File: config.mk
export PLATFORM = sky130hd
export DESIGN_NAME = aes_ram
export DESIGN_NICKNAME = d
export VERILOG_FILES = /design/src/hdl/aes_ram.sv
export SDC_FILE = /design/constraint.sdc
export NUM_CORES = 2
export LEC_CHECK = 0
export ABC_AREA = 1
export BUFFER_PORTS_ARGS = -buffer_cell sky130_fd_sc_hd__buf_2
export CORE_ASPECT_RATIO = 0.75
export CORE_MARGIN = 3
export CORE_UTILIZATION = 53
export CTS_BUF_LIST = sky130_fd_sc_hd__clkbuf_2 sky130_fd_sc_hd__clkbuf_4 sky130_fd_sc_hd__clkbuf_8
export DETAILED_ROUTE_END_ITERATION = 7
export PLACE_DENSITY = 0.79
export SLEW_MARGIN = 30
export SYNTH_ARGS = -nofsm -noshare
export SYNTH_HDL_FRONTEND = slang
export SYNTH_SLANG_ARGS = --single-unit
File: constraint.sdc
create_clock -name aclk -period 6 [get_ports aclk]
set_input_delay 1.2 -clock aclk [delete_from_list [all_inputs] [get_ports aclk]]
set_output_delay 1.2 -clock aclk [all_outputs]
set_load 0.01 [all_outputs]
File: src/hdl/aes_ram.sv
// Generic single-write, single-read RAM with registered read data.
// No dependencies.
module aes_ram #(
    parameter int unsigned WIDTH = 64,
    parameter int unsigned DEPTH = 32
) (
    input  logic                     aclk,
    input  logic                     we,
    input  logic [$clog2(DEPTH)-1:0] waddr,
    input  logic [WIDTH-1:0]         wdata,
    input  logic [$clog2(DEPTH)-1:0] raddr,
    output logic [WIDTH-1:0]         rdata
);
    logic [WIDTH-1:0] mem [DEPTH];

    always_ff @(posedge aclk) begin
        if (we) begin
            mem[waddr] <= wdata;
        end
        rdata <= mem[raddr];
    end
endmodule

### Word-level counts from Yosys, hierarchy flattened

Memory sizes are Yosys's and may differ from the RTL's. A register that Yosys moved wholly into a read port is not among the register bits.
Cells that the tools add are included.

* bits of input ports: 76
* output and inout port bits: 64
* logic and storage cells: 3
* register bits: 0
* memories kept: 1
* memory bits (writable): 2048

* multiplexer cells: 2

Memories
* mem: depth 32, width 64, read ports 1, clocked after memory_dff 1, write ports 1, RTL line 14 `logic [WIDTH-1:0] mem [DEPTH];`

Operator list (number)
* 1-bit 2-to-1 mux: 2

### Logic depth before layout (Yosys ltp)

* depth in word-level cells: 2
* mapped depth: 12
* gate-level depth less buffers: 9

### Worst setup path before layout

OpenSTA, ideal clock, no wires.

* path type: input to register
* from: input port waddr[0]
* to: memory mem[0][0] (enable)
* slack: 1336 ps
* buffers on the path: 0
* required time: 5514 ps
* arrival time: 4177 ps
* stages: 3
* setup time: 486 ps
* cell sequence: inv_1 -> nand3_1 -> nor2_1

RTL lines
* start, declared: RTL line 9 `input logic [$clog2(DEPTH)-1:0] waddr,`
* end, declared: RTL line 14

No word-level cell before the write port.

### Final worst setup path

* from: input port waddr[0]
* to: memory mem[0][9] (enable)

No word-level cell before the write port.

==> results list <==
- Largest cells by area after synthesis: edfxtp_1, nand3_1, nand2_1
* CP arrival: 3.61 ns
* Proportion of synthesized flip-flops having asynchronous set or reset: 0%
* Count of maximum capacitance violations: 0
- In the routed design, unresolved DRC markers number 0.
- The routed layout has 55592 vias.
- In this run the power spent charging and discharging nets is 0.00677 W.
* Share of the yosys chip area belonging to registers: 75.6%
* Fin. max-slew vios: 0
* Root Buffer Master: clkbuf_8
* Number of H-tree branching levels: 5
- Setup repair after global routing left no endpoint under its margin.
* Cts bufs inserted: 314
* Hold depth: 1
- In this run, synthesis inferred 2048 flip-flops with an integrated enable.
- Post-Place Worst Slack: around 2.1 ns
- Among all cell types in the netlist, the one instantiated most often is nand2_1.
- Number of warning messages in the yosys log: 0
- The detailed router finished its first iteration with about 10000 violations.
- Total of fill cells in the finished design: 11511
* Die Y-Extent: 349 µm
- The via count of the first global-routing pass came to 53084.
* Ratio of final minimum period to clock period: between 40% and 50%
- Layout cell share with drive strength beyond 1: 10.9%
- The share of total power dissipated in combinational logic is 5.9%.
- Pin count of the biggest net entering global routing: 220
- Drt total wl: 224 mm
- HPWL Detailed: roughly 110 mm
- At the later pin of the worst-skew pair, clock insertion delay measures 1.03 ns.
* Cell-by-cell listing of the critical path: buf_2 -> inv_1 -> nand3_1 -> nor2_4 -> buf_4
- The worst setup path is captured at a flop.
* Area added between synthesis and finish: 10.9%
* Post-CTS setup buffer count: 0
* Total number of placement rows: 125
- Clock sink count: between 2000 and 2500
* Peak per-stage delay on the critical path: 0.99 ns
- Number of buffer and inverter instances along the worst setup path: 3
- Mean cell area of the mapped netlist: roughly 12 µm²
- Routed wirelength normalized by instance count: about 24 µm
- In this run the remaining antenna-violating nets after routing total 0.
* Max FO, Critical Path: 23
- Post-route setup slack: 3.05 ns
* Vias per std cell: between 6 and 7
- In this run the power density over the cells is 322 nW/µm².
- Synthesis produced a netlist with a net count of approximately 7000.
- The die is 463 µm wide.
- Once the clock tree was built, the resizer swapped 0 gates to a different size.
- TritonCTS built the clock tree.
- Main flop type after synthesis: edfxtp_1
* Run status: complete, no violations
- Unique masters post-synth: 13
* Setup violations, final: 0
- After global routing the overflow that remains totals 0.
- At the pin with the least slew margin, the transition time is 1.07 ns.
* Cell count along the critical path: 5
- Top-level port count: 140
- Clock-pin slew on the worst setup and hold paths: ~0.070 ns
- Time the final worst path needs with I/O delays and setup: roughly 3.0 ns
* IO buf count: roughly 140
* IR drop worst, VDD: between 200 and 250 µV
- Initial core utilization: between 50% and 60%
* Clock skew: about 0.048 ns
- Startpoint kind of the worst setup timing path: input port
- Measured in cells, the most critical reg-to-reg path has a length of 8.
- Data required time at the worst endpoint: 6.65 ns
- Weighted congestion reported at the end of routability-driven placement: 0.784
- Of the post-synthesis cell area, the dominant cell type holds 74.1%.
- The cell area that synthesis handed to floorplanning was between 80000 and 90000 µm².
- Before antenna repair, the detailed router went through 7 iterations.
- Counting flops and latches in the post-synthesis netlist gives 2112.
* Cell type with the largest total area after synthesis: edfxtp_1
- NumNets Final: 6961
- Setup total negative slack on the finished layout was measured at 0 ns.
- The number of endpoints with negative hold slack in the final report was 0.
* Maximum root-to-sink buffer count: 4
- Gate count after technology mapping: 6768
* Number of hold buffers added after cts: 0
* Seq pwr share: approximately 56%
* HP Class: in2reg
* Die Area: 161000 µm²
* Core outline area: about 160000 µm²
- Measured against its own limit, the worst slew margin works out to 28.4%.
- Internal power: 0.0229 W
- Slowest-stage cell, CP: nor2_4
* Leakage: 32.9 nW
- The share of total power dissipated in the clock network is 38.5%.
- Among cell families on the critical path, the largest total delay comes from simple AND/OR/NAND/NOR gates.
- The number of antenna violations at the first check in global routing came to 15.
- In this run switching power makes up 22.8% of total power.
* Critical path class: in2reg
- The first global-routing pass estimated 332 mm of wire.
- Maximum achievable frequency: 0.339 GHz
* Global-route usage over all layers: 27.3%
- By count the netlist is led by nand2_1, edfxtp_1, nand3_1.
[cell families after synthesis]
| family | after synthesis | share of synthesized area (%) |
|---|---|---|
| flip-flops | 2112 | 75.6 |
| buffers and inverters | 448 | 2.61 |
| AND/OR/NAND/NOR | 4208 | 21.7 |
[power by group through the flow]
| stage | Clock [W] | Sequential (W) | Combinational, W |
|---|---|---|---|
| 2_1_floorplan | 0 | 0.0168 | 0.000999 |
| 6_report | 0.0114 | 0.0165 | 0.00176 |
| 5_1_grt | 0.0121 | 0.0165 | 0.00191 |
| 3_5_place_dp | 0 | 0.0168 | 0.00172 |
| 4_1_cts | 0.0115 | 0.0165 | 0.00173 |
| 3_3_place_gp | 0 | 0.0168 | 0.00168 |
[per-stage QoR]
| step | hold WS [ns] | total power, W | util, % | area [µm²] | std cells |
|---|---|---|---|---|---|
| final | 0.648 | 0.0296 | 59.3 | 92100 | 9216 |
| after global routing | 0.634 | 0.0305 | 59.3 | 92000 | 9212 |
| after CTS | 0.571 | 0.0297 | 59.3 | 91900 | 9202 |
| after detailed placement | 0.684 | 0.0185 | 55.4 | 85900 | 8661 |
| after global placement | 0.675 | 0.0185 | 55.3 | 85900 | 8658 |
| after floorplan | 0.640 | 0.0178 | - | 83000 | 6768 |
[cells in the final DEF, fill, tap and decap left out, types with 2 or more instances in the layout]
master,count
buf_12,54
buf_16,4
buf_2,134
buf_4,42
buf_6,2
buf_8,3
clkbuf_4,125
clkbuf_8,345
clkinv_1,43
clkinv_2,20
clkinvlp_4,7
dfxtp_1,64
diode_2,11
edfxtp_1,2048
inv_1,5
inv_6,2
nand2_1,2376
nand3_1,1800
nor2_4,32
[flip-flops by register name, summed over array words and instances, names as in the netlist]
name,flops
rdata,64
mem,2048
[final timing paths]
path	startpoint	to	slack [ns]
worst max-delay path	waddr[0]	mem[0][9]$_DFFE_PP_	3.05
worst min-delay path	wdata[48]	mem[15][48]$_DFFE_PP_	0.65
worst min register to register	mem[18][5]$_DFFE_PP_	rdata[5]$_DFF_P_	0.68
worst max register to register	mem[1][57]$_DFFE_PP_	rdata[57]$_DFF_P_	4.68
[layout make-up]
type	instances	area (µm²)	share of cell area (%)
inverters	10	81.3	0.0884
multi-input cells	4208	18300	19.9
well taps	2095	2620	2.85
repair buffers	239	2240	2.44
diodes	11	27.5	0.0299
clock buffers	470	5690	6.18
clock inverters	71	323	0.351
flip-flops and latches	2112	62800	68.2
[worst register-to-register path, delay by kind of cell, from the launching register on]
| kind | cells | cell delay, ns |
|---|---|---|
| AND/OR/NAND/NOR | 8 | 0.81 |
| flip-flops | 1 | 0.37 |
[per-layer routing]
| metal | vias to the layer above | global-route usage (%) | wire length [µm] | share of wire [%] |
|---|---|---|---|---|
| li1 | 24239 | - | - | - |
| met4 | 2 | 10.9 | 8270 | 3.7 |
| met1 | 26483 | 38.7 | 82500 | 37 |
| met3 | 637 | 6.00 | 30700 | 14 |
| met2 | 4231 | 41.3 | 102000 | 46 |
| met5 | - | 0 | 11 | 0.0049 |
No activity file was read; power rests on OpenSTA's default activity.
